$ cat config.mk
export PLATFORM = sky130hd
export DESIGN_NAME = xoshiro256pp_range_generator_core_flat
export DESIGN_NICKNAME = d
export VERILOG_FILES = /design/src/xrg_pkg.sv /design/src/xrg_if.sv /design/src/xoshiro256pp_range_generator_core.sv /design/src/xrg_mul.sv /design/src/xrg_div.sv /design/src/flat_wrapper.sv
export SDC_FILE = /design/constraint.sdc
export NUM_CORES = 2
export LEC_CHECK = 0
export BUFFER_PORTS_ARGS = -buffer_cell sky130_fd_sc_hd__buf_4
export CAP_MARGIN = 20
export CORE_MARGIN = 2
export CORE_UTILIZATION = 45
export CTS_CLUSTER_DIAMETER = 120
export DETAILED_ROUTE_END_ITERATION = 10
export GPL_TIMING_DRIVEN = 0
export SETUP_SLACK_MARGIN = 0.4
export SLEW_MARGIN = 20
export SYNTH_ARGS = -nofsm -noshare
export SYNTH_HDL_FRONTEND = slang
export SYNTH_SLANG_ARGS = --single-unit
$ cat constraint.sdc
create_clock -name clk_i -period 18.6 [get_ports clk_i]
set_clock_uncertainty 0.05 [all_clocks]
set_input_delay 3.72 -clock clk_i [delete_from_list [all_inputs] [get_ports clk_i]]
set_output_delay 3.72 -clock clk_i [all_outputs]
set_load 0.01 [all_outputs]
$ cat src/xrg_pkg.sv
// Package: shared types and constants for the xoshiro256++ range generator.
`timescale 1ns / 1ps
`default_nettype none
package xrg_pkg;

  localparam logic [63:0] Golden = 64'h9e3779b97f4a7c15;
  localparam logic [63:0] MixMul1 = 64'hbf58476d1ce4e5b9;
  localparam logic [63:0] MixMul2 = 64'h94d049bb133111eb;

  localparam logic [1:0] OpReseed = 2'd0;
  localparam logic [1:0] OpRaw = 2'd1;
  localparam logic [1:0] OpRange = 2'd2;
  localparam logic [1:0] OpUnused = 2'd3;

  typedef enum logic [3:0] {
    StIdle,
    StMixA,
    StMulA,
    StMulB,
    StMixC,
    StThresh,
    StDraw,
    StCheck,
    StMod,
    StDone
  } state_e;

  // Control from sequencer to the shared multiply / divide datapath.
  typedef struct packed {
    logic mul_start;
    logic div_start;
  } unit_ctl_t;

  typedef struct packed {
    logic mul_done;
    logic div_done;
  } unit_sts_t;

  function automatic logic [63:0] rotl64(input logic [63:0] v, input int unsigned amt);
    logic [127:0] w;
    w = {v, v} << amt;
    return w[127:64];
  endfunction

endpackage
`default_nettype wire

$ cat src/xrg_if.sv
// Interface: valid/ready channel carrying one item.
`timescale 1ns / 1ps
`default_nettype none
interface xrg_in_if;
  logic valid;
  logic ready;
  logic [1:0] op;
  logic [63:0] seed;
  logic signed [31:0] low_bound;
  logic signed [31:0] high_bound;
  modport source(output valid, op, seed, low_bound, high_bound, input ready);
  modport sink(input valid, op, seed, low_bound, high_bound, output ready);
endinterface

interface xrg_out_if;
  logic valid;
  logic ready;
  logic [63:0] raw_value;
  logic signed [31:0] int_value;
  logic bad_range;
  modport source(output valid, raw_value, int_value, bad_range, input ready);
  modport sink(input valid, raw_value, int_value, bad_range, output ready);
endinterface
`default_nettype wire

$ cat src/xoshiro256pp_range_generator_core.sv
// Top level: xoshiro256++ generator with reseed and bounded draw.
// Sequence: a raw draw steps the state and goes to done; reseed runs 8 multiplies,
// two per state word; bounded draw runs a 64-step threshold remainder, then draws
// and, once a draw is accepted, a 64-step remainder of it, redrawing on each rare
// rejected draw; unused op and inverted range go straight to done.
// Throughput: one item at a time; ready only when idle with no result pending.
// Reset: asynchronous, active low; runs a reseed with zero, and the first item is
// accepted only once that reseed is done.
`timescale 1ns / 1ps
`default_nettype none
module xoshiro256pp_range_generator_core (
  input  wire logic   clk_i,
  input  wire logic   rst_ni,
  xrg_in_if.sink      in_if,
  xrg_out_if.source   out_if
);
  xrg_pkg::state_e state_q, state_d;
  xrg_pkg::unit_ctl_t ctl;
  xrg_pkg::unit_sts_t sts;

  logic [63:0] w0_q, w1_q, w2_q, w3_q;
  logic [63:0] v_q, v_d;          // mix accumulator
  logic [1:0]  word_q;            // word being reseeded
  logic [31:0] lo_q;
  logic [32:0] span_q, thresh_q;
  logic [63:0] draw_q;
  logic        out_valid_q;
  logic [63:0] raw_q;
  logic [31:0] int_q;
  logic        bad_q;
  logic        busy_rs_q;         // reseed after reset in progress

  logic [63:0] mul_a, mul_b, mul_p, div_num;
  logic [32:0] div_den;
  logic [32:0] div_rem;
  logic [63:0] xo_res;
  logic [32:0] span_c;
  logic        accept;

  // Sequencer flags
  logic do_draw, load_word, latch_thresh, load_out;

  assign accept = in_if.valid && in_if.ready;
  assign in_if.ready = (state_q == xrg_pkg::StIdle) && !out_valid_q && !busy_rs_q;
  assign span_c = {in_if.high_bound[31], in_if.high_bound}
                - {in_if.low_bound[31], in_if.low_bound} + 33'd1;

  assign xo_res = xrg_pkg::rotl64(w0_q + w3_q, 23) + w0_q;

  xrg_mul u_mul (
    .clk_i, .rst_ni, .start_i(ctl.mul_start), .a_i(mul_a), .b_i(mul_b),
    .done_o(sts.mul_done), .p_o(mul_p)
  );

  xrg_div u_div (
    .clk_i, .rst_ni, .start_i(ctl.div_start), .num_i(div_num), .den_i(div_den),
    .done_o(sts.div_done), .rem_o(div_rem)
  );

  // Multiplier operands: first or second mix stage, latched at start.
  always_comb begin
    mul_a = (v_q ^ (v_q >> 30));
    mul_b = xrg_pkg::MixMul1;
    if (state_q == xrg_pkg::StMixC) begin
      mul_a = v_q ^ (v_q >> 27);
      mul_b = xrg_pkg::MixMul2;
    end
  end

  // Threshold numerator is 2^64 - span, started at accept; later the accepted draw.
  assign div_num = (state_q == xrg_pkg::StIdle) ? (64'd0 - {31'd0, span_c}) : draw_q;
  assign div_den = (state_q == xrg_pkg::StIdle) ? span_c : span_q;

  // Next state
  always_comb begin
    state_d = state_q;
    case (state_q)
      xrg_pkg::StIdle: begin
        if (busy_rs_q) state_d = xrg_pkg::StMixA;
        else if (accept) begin
          if (in_if.op == xrg_pkg::OpReseed) state_d = xrg_pkg::StMixA;
          else if (in_if.op == xrg_pkg::OpRange &&
                   $signed(in_if.high_bound) >= $signed(in_if.low_bound))
            state_d = xrg_pkg::StThresh;
          else state_d = xrg_pkg::StDone;
        end
      end
      xrg_pkg::StMixA: state_d = xrg_pkg::StMulA;
      xrg_pkg::StMulA: if (sts.mul_done) state_d = xrg_pkg::StMixC;
      xrg_pkg::StMixC: state_d = xrg_pkg::StMulB;
      xrg_pkg::StMulB: begin
        if (sts.mul_done) state_d = (word_q == 2'd3) ? xrg_pkg::StDone : xrg_pkg::StMixA;
      end
      xrg_pkg::StThresh: if (sts.div_done) state_d = xrg_pkg::StDraw;
      xrg_pkg::StDraw: state_d = xrg_pkg::StCheck;
      xrg_pkg::StCheck: state_d = ({31'd0, thresh_q} > draw_q) ? xrg_pkg::StDraw
                                                               : xrg_pkg::StMod;
      xrg_pkg::StMod: if (sts.div_done) state_d = xrg_pkg::StDone;
      xrg_pkg::StDone: state_d = xrg_pkg::StIdle;
      default: state_d = xrg_pkg::StIdle;
    endcase
  end

  // Outputs of the sequencer
  always_comb begin
    ctl.mul_start = 1'b0;
    ctl.div_start = 1'b0;
    do_draw = 1'b0;
    load_word = 1'b0;
    latch_thresh = 1'b0;
    load_out = 1'b0;
    case (state_q)
      xrg_pkg::StIdle: begin
        ctl.div_start = accept && in_if.op == xrg_pkg::OpRange;
        do_draw = accept && in_if.op == xrg_pkg::OpRaw;
      end
      xrg_pkg::StMixA: ctl.mul_start = 1'b1;
      xrg_pkg::StMixC: ctl.mul_start = 1'b1;
      xrg_pkg::StMulB: load_word = sts.mul_done;
      xrg_pkg::StThresh: latch_thresh = sts.div_done;
      xrg_pkg::StDraw: do_draw = 1'b1;
      xrg_pkg::StCheck: ctl.div_start = ({31'd0, thresh_q} <= draw_q);
      xrg_pkg::StDone: load_out = 1'b1;
      default: ;
    endcase
  end

  // Mix accumulator: add golden, then fold in multiplier products.
  always_comb begin
    v_d = v_q;
    if (state_q == xrg_pkg::StIdle) v_d = in_if.seed + xrg_pkg::Golden;
    else if (state_q == xrg_pkg::StMulA && sts.mul_done) v_d = mul_p;
    else if (state_q == xrg_pkg::StMulB && sts.mul_done) begin
      v_d = mul_p ^ (mul_p >> 31);
      v_d = v_d + xrg_pkg::Golden;
    end
  end

  always_ff @(posedge clk_i or negedge rst_ni) begin
    if (!rst_ni) begin
      state_q <= xrg_pkg::StIdle;
      busy_rs_q <= 1'b1;
      out_valid_q <= 1'b0;
      word_q <= '0;
      v_q <= xrg_pkg::Golden;
    end else begin
      state_q <= state_d;
      if (busy_rs_q && state_q == xrg_pkg::StIdle) v_q <= v_q;
      else v_q <= v_d;
      if (state_q == xrg_pkg::StDone) busy_rs_q <= 1'b0;
      if (accept) begin
        word_q <= '0;
      end
      if (load_word) word_q <= word_q + 2'd1;
      if (load_out && !busy_rs_q) out_valid_q <= 1'b1;
      else if (out_if.ready) out_valid_q <= 1'b0;
    end
  end

  always_ff @(posedge clk_i) begin
    if (accept) begin
      lo_q <= in_if.low_bound;
      span_q <= span_c;
      raw_q <= (in_if.op == xrg_pkg::OpRaw) ? xo_res : 64'd0;
      if (in_if.op == xrg_pkg::OpRange &&
          $signed(in_if.high_bound) < $signed(in_if.low_bound)) begin
        int_q <= in_if.low_bound;
        bad_q <= 1'b1;
      end else begin
        int_q <= '0;
        bad_q <= 1'b0;
      end
    end
    if (latch_thresh) thresh_q <= div_rem;
    if (load_word) begin
      case (word_q)
        2'd0: w0_q <= mul_p ^ (mul_p >> 31);
        2'd1: w1_q <= mul_p ^ (mul_p >> 31);
        2'd2: w2_q <= mul_p ^ (mul_p >> 31);
        default: w3_q <= mul_p ^ (mul_p >> 31);
      endcase
    end
    if (do_draw) begin
      draw_q <= xo_res;
      w2_q <= w2_q ^ w0_q ^ (w1_q << 17);
      w3_q <= xrg_pkg::rotl64(w3_q ^ w1_q, 45);
      w1_q <= w1_q ^ w2_q ^ w0_q;
      w0_q <= w0_q ^ w3_q ^ w1_q;
    end
    if (state_q == xrg_pkg::StMod && sts.div_done) int_q <= div_rem[31:0] + lo_q;
  end

  assign out_if.valid = out_valid_q;
  assign out_if.raw_value = raw_q;
  assign out_if.int_value = int_q;
  assign out_if.bad_range = bad_q;

`ifndef NO_ASSERTIONS
  // No new item while a result is pending.
  a_no_accept_pending: assert property (@(posedge clk_i) disable iff (!rst_ni)
    out_valid_q |-> !in_if.ready) else $error("accepted item with result pending");
  // No result flags a bad range and carries a raw value at once.
  a_excl: assert property (@(posedge clk_i) disable iff (!rst_ni)
    out_if.valid |-> !(out_if.bad_range && out_if.raw_value != 64'd0))
    else $error("bad_range with raw value");
  // Multiplier only starts in mix states.
  a_mul: assert property (@(posedge clk_i) disable iff (!rst_ni)
    ctl.mul_start |-> (state_q == xrg_pkg::StMixA || state_q == xrg_pkg::StMixC))
    else $error("stray multiply");
`endif
endmodule
`default_nettype wire

$ cat src/xrg_mul.sv
// Multiplier: 64x64 low product from three 32x32 partial products, one per step.
`timescale 1ns / 1ps
`default_nettype none
module xrg_mul (
  input  wire logic        clk_i,
  input  wire logic        rst_ni,
  input  wire logic        start_i,
  input  wire logic [63:0] a_i,
  input  wire logic [63:0] b_i,
  output logic             done_o,
  output logic [63:0]      p_o
);
  logic [2:0]  step_q, step_d;
  logic [63:0] a_q, b_q, acc_q, acc_d;
  logic [31:0] ma, mb;
  logic [63:0] pp;

  always_comb begin
    case (step_q[1:0])
      2'd0: begin ma = a_q[31:0]; mb = b_q[31:0]; end
      2'd1: begin ma = a_q[63:32]; mb = b_q[31:0]; end
      2'd2: begin ma = a_q[31:0]; mb = b_q[63:32]; end
      default: begin ma = '0; mb = '0; end
    endcase
  end

  assign pp = {32'd0, ma} * {32'd0, mb};

  always_comb begin
    acc_d = acc_q;
    step_d = step_q;
    if (start_i) begin
      acc_d = '0;
      step_d = 3'd4;
    end else if (step_q[2]) begin
      case (step_q[1:0])
        2'd0: acc_d = pp;
        2'd1: acc_d = acc_q + {pp[31:0], 32'd0};
        2'd2: acc_d = acc_q + {pp[31:0], 32'd0};
        default: acc_d = acc_q;
      endcase
      step_d = (step_q[1:0] == 2'd3) ? 3'd0 : step_q + 3'd1;
    end
  end

  always_ff @(posedge clk_i or negedge rst_ni) begin
    if (!rst_ni) begin
      step_q <= '0;
    end else begin
      step_q <= step_d;
    end
  end

  always_ff @(posedge clk_i) begin
    acc_q <= acc_d;
    if (start_i) begin
      a_q <= a_i;
      b_q <= b_i;
    end
  end

  assign done_o = (step_q == 3'd7);
  assign p_o = acc_q;
endmodule
`default_nettype wire

$ cat src/xrg_div.sv
// Divider: restoring 64-by-33-bit remainder, one quotient bit per cycle.
`timescale 1ns / 1ps
`default_nettype none
module xrg_div (
  input  wire logic        clk_i,
  input  wire logic        rst_ni,
  input  wire logic        start_i,
  input  wire logic [63:0] num_i,
  input  wire logic [32:0] den_i,
  output logic             done_o,
  output logic [32:0]      rem_o
);
  logic [6:0]  cnt_q, cnt_d;
  logic [63:0] num_q, num_d;
  logic [33:0] rem_q, rem_d;
  logic [32:0] den_q;
  logic [33:0] shifted, diff;

  assign shifted = {rem_q[32:0], num_q[63]};
  assign diff = shifted - {1'b0, den_q};

  always_comb begin
    cnt_d = cnt_q;
    num_d = num_q;
    rem_d = rem_q;
    if (start_i) begin
      cnt_d = 7'd64;
      num_d = num_i;
      rem_d = '0;
    end else if (cnt_q != 7'd0) begin
      num_d = {num_q[62:0], 1'b0};
      rem_d = diff[33] ? shifted : diff;
      cnt_d = cnt_q - 7'd1;
    end
  end

  always_ff @(posedge clk_i or negedge rst_ni) begin
    if (!rst_ni) begin
      cnt_q <= '0;
    end else begin
      cnt_q <= cnt_d;
    end
  end

  always_ff @(posedge clk_i) begin
    num_q <= num_d;
    rem_q <= rem_d;
    if (start_i) begin
      den_q <= den_i;
    end
  end

  assign done_o = (cnt_q == 7'd1);
  assign rem_o = rem_d[32:0];
endmodule
`default_nettype wire

$ cat src/flat_wrapper.sv
// flat-port wrapper written by rule: the top's interface ports become plain ports
module xoshiro256pp_range_generator_core_flat 
  (clk_i, rst_ni, in_if_valid, in_if_op, in_if_seed, in_if_low_bound, in_if_high_bound, in_if_ready, out_if_valid, out_if_raw_value, out_if_int_value, out_if_bad_range, out_if_ready);
  xrg_in_if in_if_i ();
  xrg_out_if out_if_i ();
  input  wire logic clk_i;
  input  wire logic rst_ni;
  input wire logic [$bits(in_if_i.valid)-1:0] in_if_valid;
  input wire logic [$bits(in_if_i.op)-1:0] in_if_op;
  input wire logic [$bits(in_if_i.seed)-1:0] in_if_seed;
  input wire logic [$bits(in_if_i.low_bound)-1:0] in_if_low_bound;
  input wire logic [$bits(in_if_i.high_bound)-1:0] in_if_high_bound;
  output wire logic [$bits(in_if_i.ready)-1:0] in_if_ready;
  output wire logic [$bits(out_if_i.valid)-1:0] out_if_valid;
  output wire logic [$bits(out_if_i.raw_value)-1:0] out_if_raw_value;
  output wire logic [$bits(out_if_i.int_value)-1:0] out_if_int_value;
  output wire logic [$bits(out_if_i.bad_range)-1:0] out_if_bad_range;
  input wire logic [$bits(out_if_i.ready)-1:0] out_if_ready;
  assign in_if_i.valid = in_if_valid;
  assign in_if_i.op = in_if_op;
  assign in_if_i.seed = in_if_seed;
  assign in_if_i.low_bound = in_if_low_bound;
  assign in_if_i.high_bound = in_if_high_bound;
  assign in_if_ready = in_if_i.ready;
  assign out_if_valid = out_if_i.valid;
  assign out_if_raw_value = out_if_i.raw_value;
  assign out_if_int_value = out_if_i.int_value;
  assign out_if_bad_range = out_if_i.bad_range;
  assign out_if_i.ready = out_if_ready;
  xoshiro256pp_range_generator_core u_core (.clk_i(clk_i), .rst_ni(rst_ni), .in_if(in_if_i), .out_if(out_if_i));
endmodule
==> impl_metrics.toml <==
[cts]
cts_hold_buf = 0
post_cts_resized = 0
cts-root-buf = "clkbuf_16"
htree_num_levels = 3
clk_latency_ps = 740
cts.sinks = 857
cts_setup_buffers = 0
cts_tree = "yes"
cts_inserted_buffers = 90
clk_pin_slew_worst_paths_ps = 70
clockBufferDepth = 3

[floorplan]
initial_utilization = 0.454
rows = 159
die_area_um2 = 193000
io_pins = 233
die_h_um = 440
coreArea_um2 = 188000
die_w_um = 440

[critical_path]
endpoint_kind = "flip-flop"
crit_path_max_fanout = 10
r2r-start = "u_core.u_mul.step_q[0]$_DFFE_PN0P_"
start_kind = "flip-flop"
reg2reg_depth = 40
r2r-end = "u_core.u_mul.p_o[63]$_SDFFE_PN0P_"
path_class = "reg2reg"
crit_slowest_cell = "nor2_1"
required_ps = 19210
critPathMostFrequentCell = "fa_1"
worst_ep_arrival_time_ps = 15450
crit_path_max_incr_delay_ps = 860
r2r_setup_slack_ps = 3760

[synthesis]
ys_ff_latch = 857
synth_ff_type = "edfxtp_1"
synth_seq_area_share = 0.286
synth_most_common_cell = "inv_1"
synth_edf_count = 678
synth_area_um2 = 85400
synth_top_area_frac = 0.238
synth_warnings = 0
syn_area_per_cell_um2 = 9.58
synth_area_leaders = "edfxtp_1 (24%), fa_1 (20%), ha_1 (9.7%), xnor2_1 (5.7%), inv_1 (5.1%)"
synthCells = 8916
ys_types = 101
synth_area_leader_cell = "edfxtp_1"
synth.net_count = 10600
synthTopCellsByCount = "inv_1 (1,166), fa_1 (845), nor2_1 (712)"
synth-async-reset-ratio = 0.0957

[placed_design]
dp_hpwl_mm = 298
port_buffers = 231
gp_congestion = 1.07

[finish]
drive_above_1_share = 0.0682
nets = 10900
seqCellArea_um2 = 24400
syn2layout_area_growth_pct = 10.3
multiInputGateArea_um2 = 55400
fill_cells = 17900
final_util = 0.500

[route]
wl_mm = 351
post_drt_via_cell_ratio = 5.94
drtIter0Drc = 7714
wire_per_inst_um = 29.6
drc = 0
vias = 70500
drtAntennaViolNets = 0
dr.pass1.iters = 6

[power_and_ir_drop]
p_leak_nw = 43.2
peakVddDrop_uv = 63.1
pwr_density_cell_nw_per_um2 = 45.7

[timing]
fin_crit_ps = 14840
setup_violations = 0
hold_violations = 0
finalCritPeriodShare = 0.798
maxSlewHeadroom = 0.111
rsz0062_at_grt = "no"
final-max-slew-violation-count = 0
fin_setup_tns_ps = 0
fmax_mhz = 67.4
tightest_slew_ps = 1320

[run]
max-cap-violations = 0

[worst_hold_path]
holdPathStages = 2
min-delay-start = "u_core.v_q[52]$_DFFE_PN1P_"
hold_class = "reg2reg"
min_to = "u_core.v_q[52]$_DFFE_PN1P_"

[grt]
grt.total_usage = 0.361
grt_pass1_vias = 68600
grt_max_degree = 68
overflow = 0
antenna_found_initial = 35
grt_pass1_wl_mm = 500

[status]
status = "finished clean"
## worst max-delay path, delay by kind of cell (launching register included)
| family | cells | cell delay, ps |
|---|---|---|
| flops | 1 | 490 |
| fa+ha+maj | 11 | 4590 |
| xor+xnor | 2 | 850 |
| buf+inv | 9 | 3210 |
| compound gates | 11 | 3290 |
| simple gates | 7 | 2290 |
## stage by stage
step | worst slack, ps | area, um^2 | hold slack (ps) | power [mW] | std cells
3_5_place_dp | 4260 | 91000 | 417 | 2.41 | 11700
3_3_place_gp | 1170 | 90300 | 421 | 2.40 | 11600
2_1_floorplan | 6910 | 85400 | 379 | 2.28 | 8916
6_report | 3760 | 94200 | 426 | 4.30 | 11900
4_1_cts | 4180 | 94100 | 426 | 4.31 | 11900
5_1_grt | 3320 | 94200 | 449 | 4.41 | 11900
## area by class of cell
cell class	count	area share
sequential	857	0.259
clock inverter	48	0.00575
timing repair buffer	275	0.0246
multi-input combinational	6507	0.588
clock buffer	118	0.0269
inverter	1172	0.0468
antenna	15	0.000399
buffer	380	0.0156
tap	2495	0.0331
## kinds of logic after synthesis
group	count (synthesis)	share of synthesized area
muxes	48	0.00567
xor gates and xnor gates	819	0.0840
DFF	857	0.286
buffers and inverters	1552	0.0686
and+or+nand+nor	2163	0.118
AOI/OAI and AO/OA	1967	0.143
adders and majority gates	1510	0.295
## where the power goes
part	internal (mW)	leakage (nW)	total (mW)	switching, mW
registers	2.06	8.42	2.06	0.00220
clock network	1.10	1.52	1.93	0.827
logic	0.109	33.3	0.313	0.204
total	3.27	43.2	4.30	1.03
## registers in the layout (all words and copies together), names as in the netlist, 2 cells and up
| name | cells |
|---|---|
| u_core.draw_q | 64 |
| u_core.out_if.raw_value | 64 |
| u_core.u_div.num_q | 64 |
| u_core.u_mul.a_q | 64 |
| u_core.u_mul.p_o | 64 |
| u_core.v_q | 64 |
| u_core.w0_q | 64 |
| u_core.w1_q | 64 |
| u_core.w2_q | 64 |
| u_core.w3_q | 64 |
| u_core.span_q | 33 |
| u_core.thresh_q | 33 |
| u_core.u_div.den_q | 33 |
| u_core.u_div.rem_q | 33 |
| u_core.lo_q | 32 |
| u_core.out_if.int_value | 32 |
| u_core.u_div.cnt_q | 7 |
| u_core.state_q | 4 |
| u_core.u_mul.step_q | 3 |
| u_core.u_mul.b_q | 2 |
| u_core.word_q | 2 |
## routing by layer
layer	GRT usage	share of wire	vias to the layer above
met5	0	0.00036	-
met4	0.165	0.055	18
met3	0.0699	0.089	688
met2	0.539	0.43	3482
met1	0.507	0.42	35400
li1	-	-	30900
## worst max-delay path by stage
stage / startpoint / to / cells after the start
2_1_floorplan: in_if_valid / u_core.out_if.int_value[31]$_DFFE_PP_ / 21
3_3_place_gp: in_if_valid / u_core.out_if.int_value[31]$_DFFE_PP_ / 22
3_5_place_dp: u_core.u_mul.step_q[0]$_DFFE_PN0P_ / u_core.u_mul.p_o[63]$_SDFFE_PN0P_ / 41
4_1_cts: u_core.u_mul.step_q[0]$_DFFE_PN0P_ / u_core.u_mul.p_o[63]$_SDFFE_PN0P_ / 41
5_1_grt: u_core.u_mul.step_q[0]$_DFFE_PN0P_ / u_core.u_mul.p_o[63]$_SDFFE_PN0P_ / 40
6_report: u_core.u_mul.step_q[0]$_DFFE_PN0P_ / u_core.u_mul.p_o[63]$_SDFFE_PN0P_ / 40
## placed cells by master, fill, tap and decap left out, types with 116 or more instances in the layout
| cell type | n |
|---|---|
| buf_4 | 243 |
| inv_1 | 1165 |
| nand3_1 | 125 |
| nor3_1 | 116 |
| clkbuf_1 | 325 |
| a21o_1 | 204 |
| xor2_1 | 259 |
| fa_1 | 845 |
| a21oi_1 | 658 |
| ha_1 | 665 |
| nand2_1 | 617 |
| nor2_1 | 707 |
| o21ai_0 | 492 |
| edfxtp_1 | 678 |
| and2_1 | 132 |
| xnor2_1 | 559 |
Note: power is estimated with default switching activity, not from simulation.
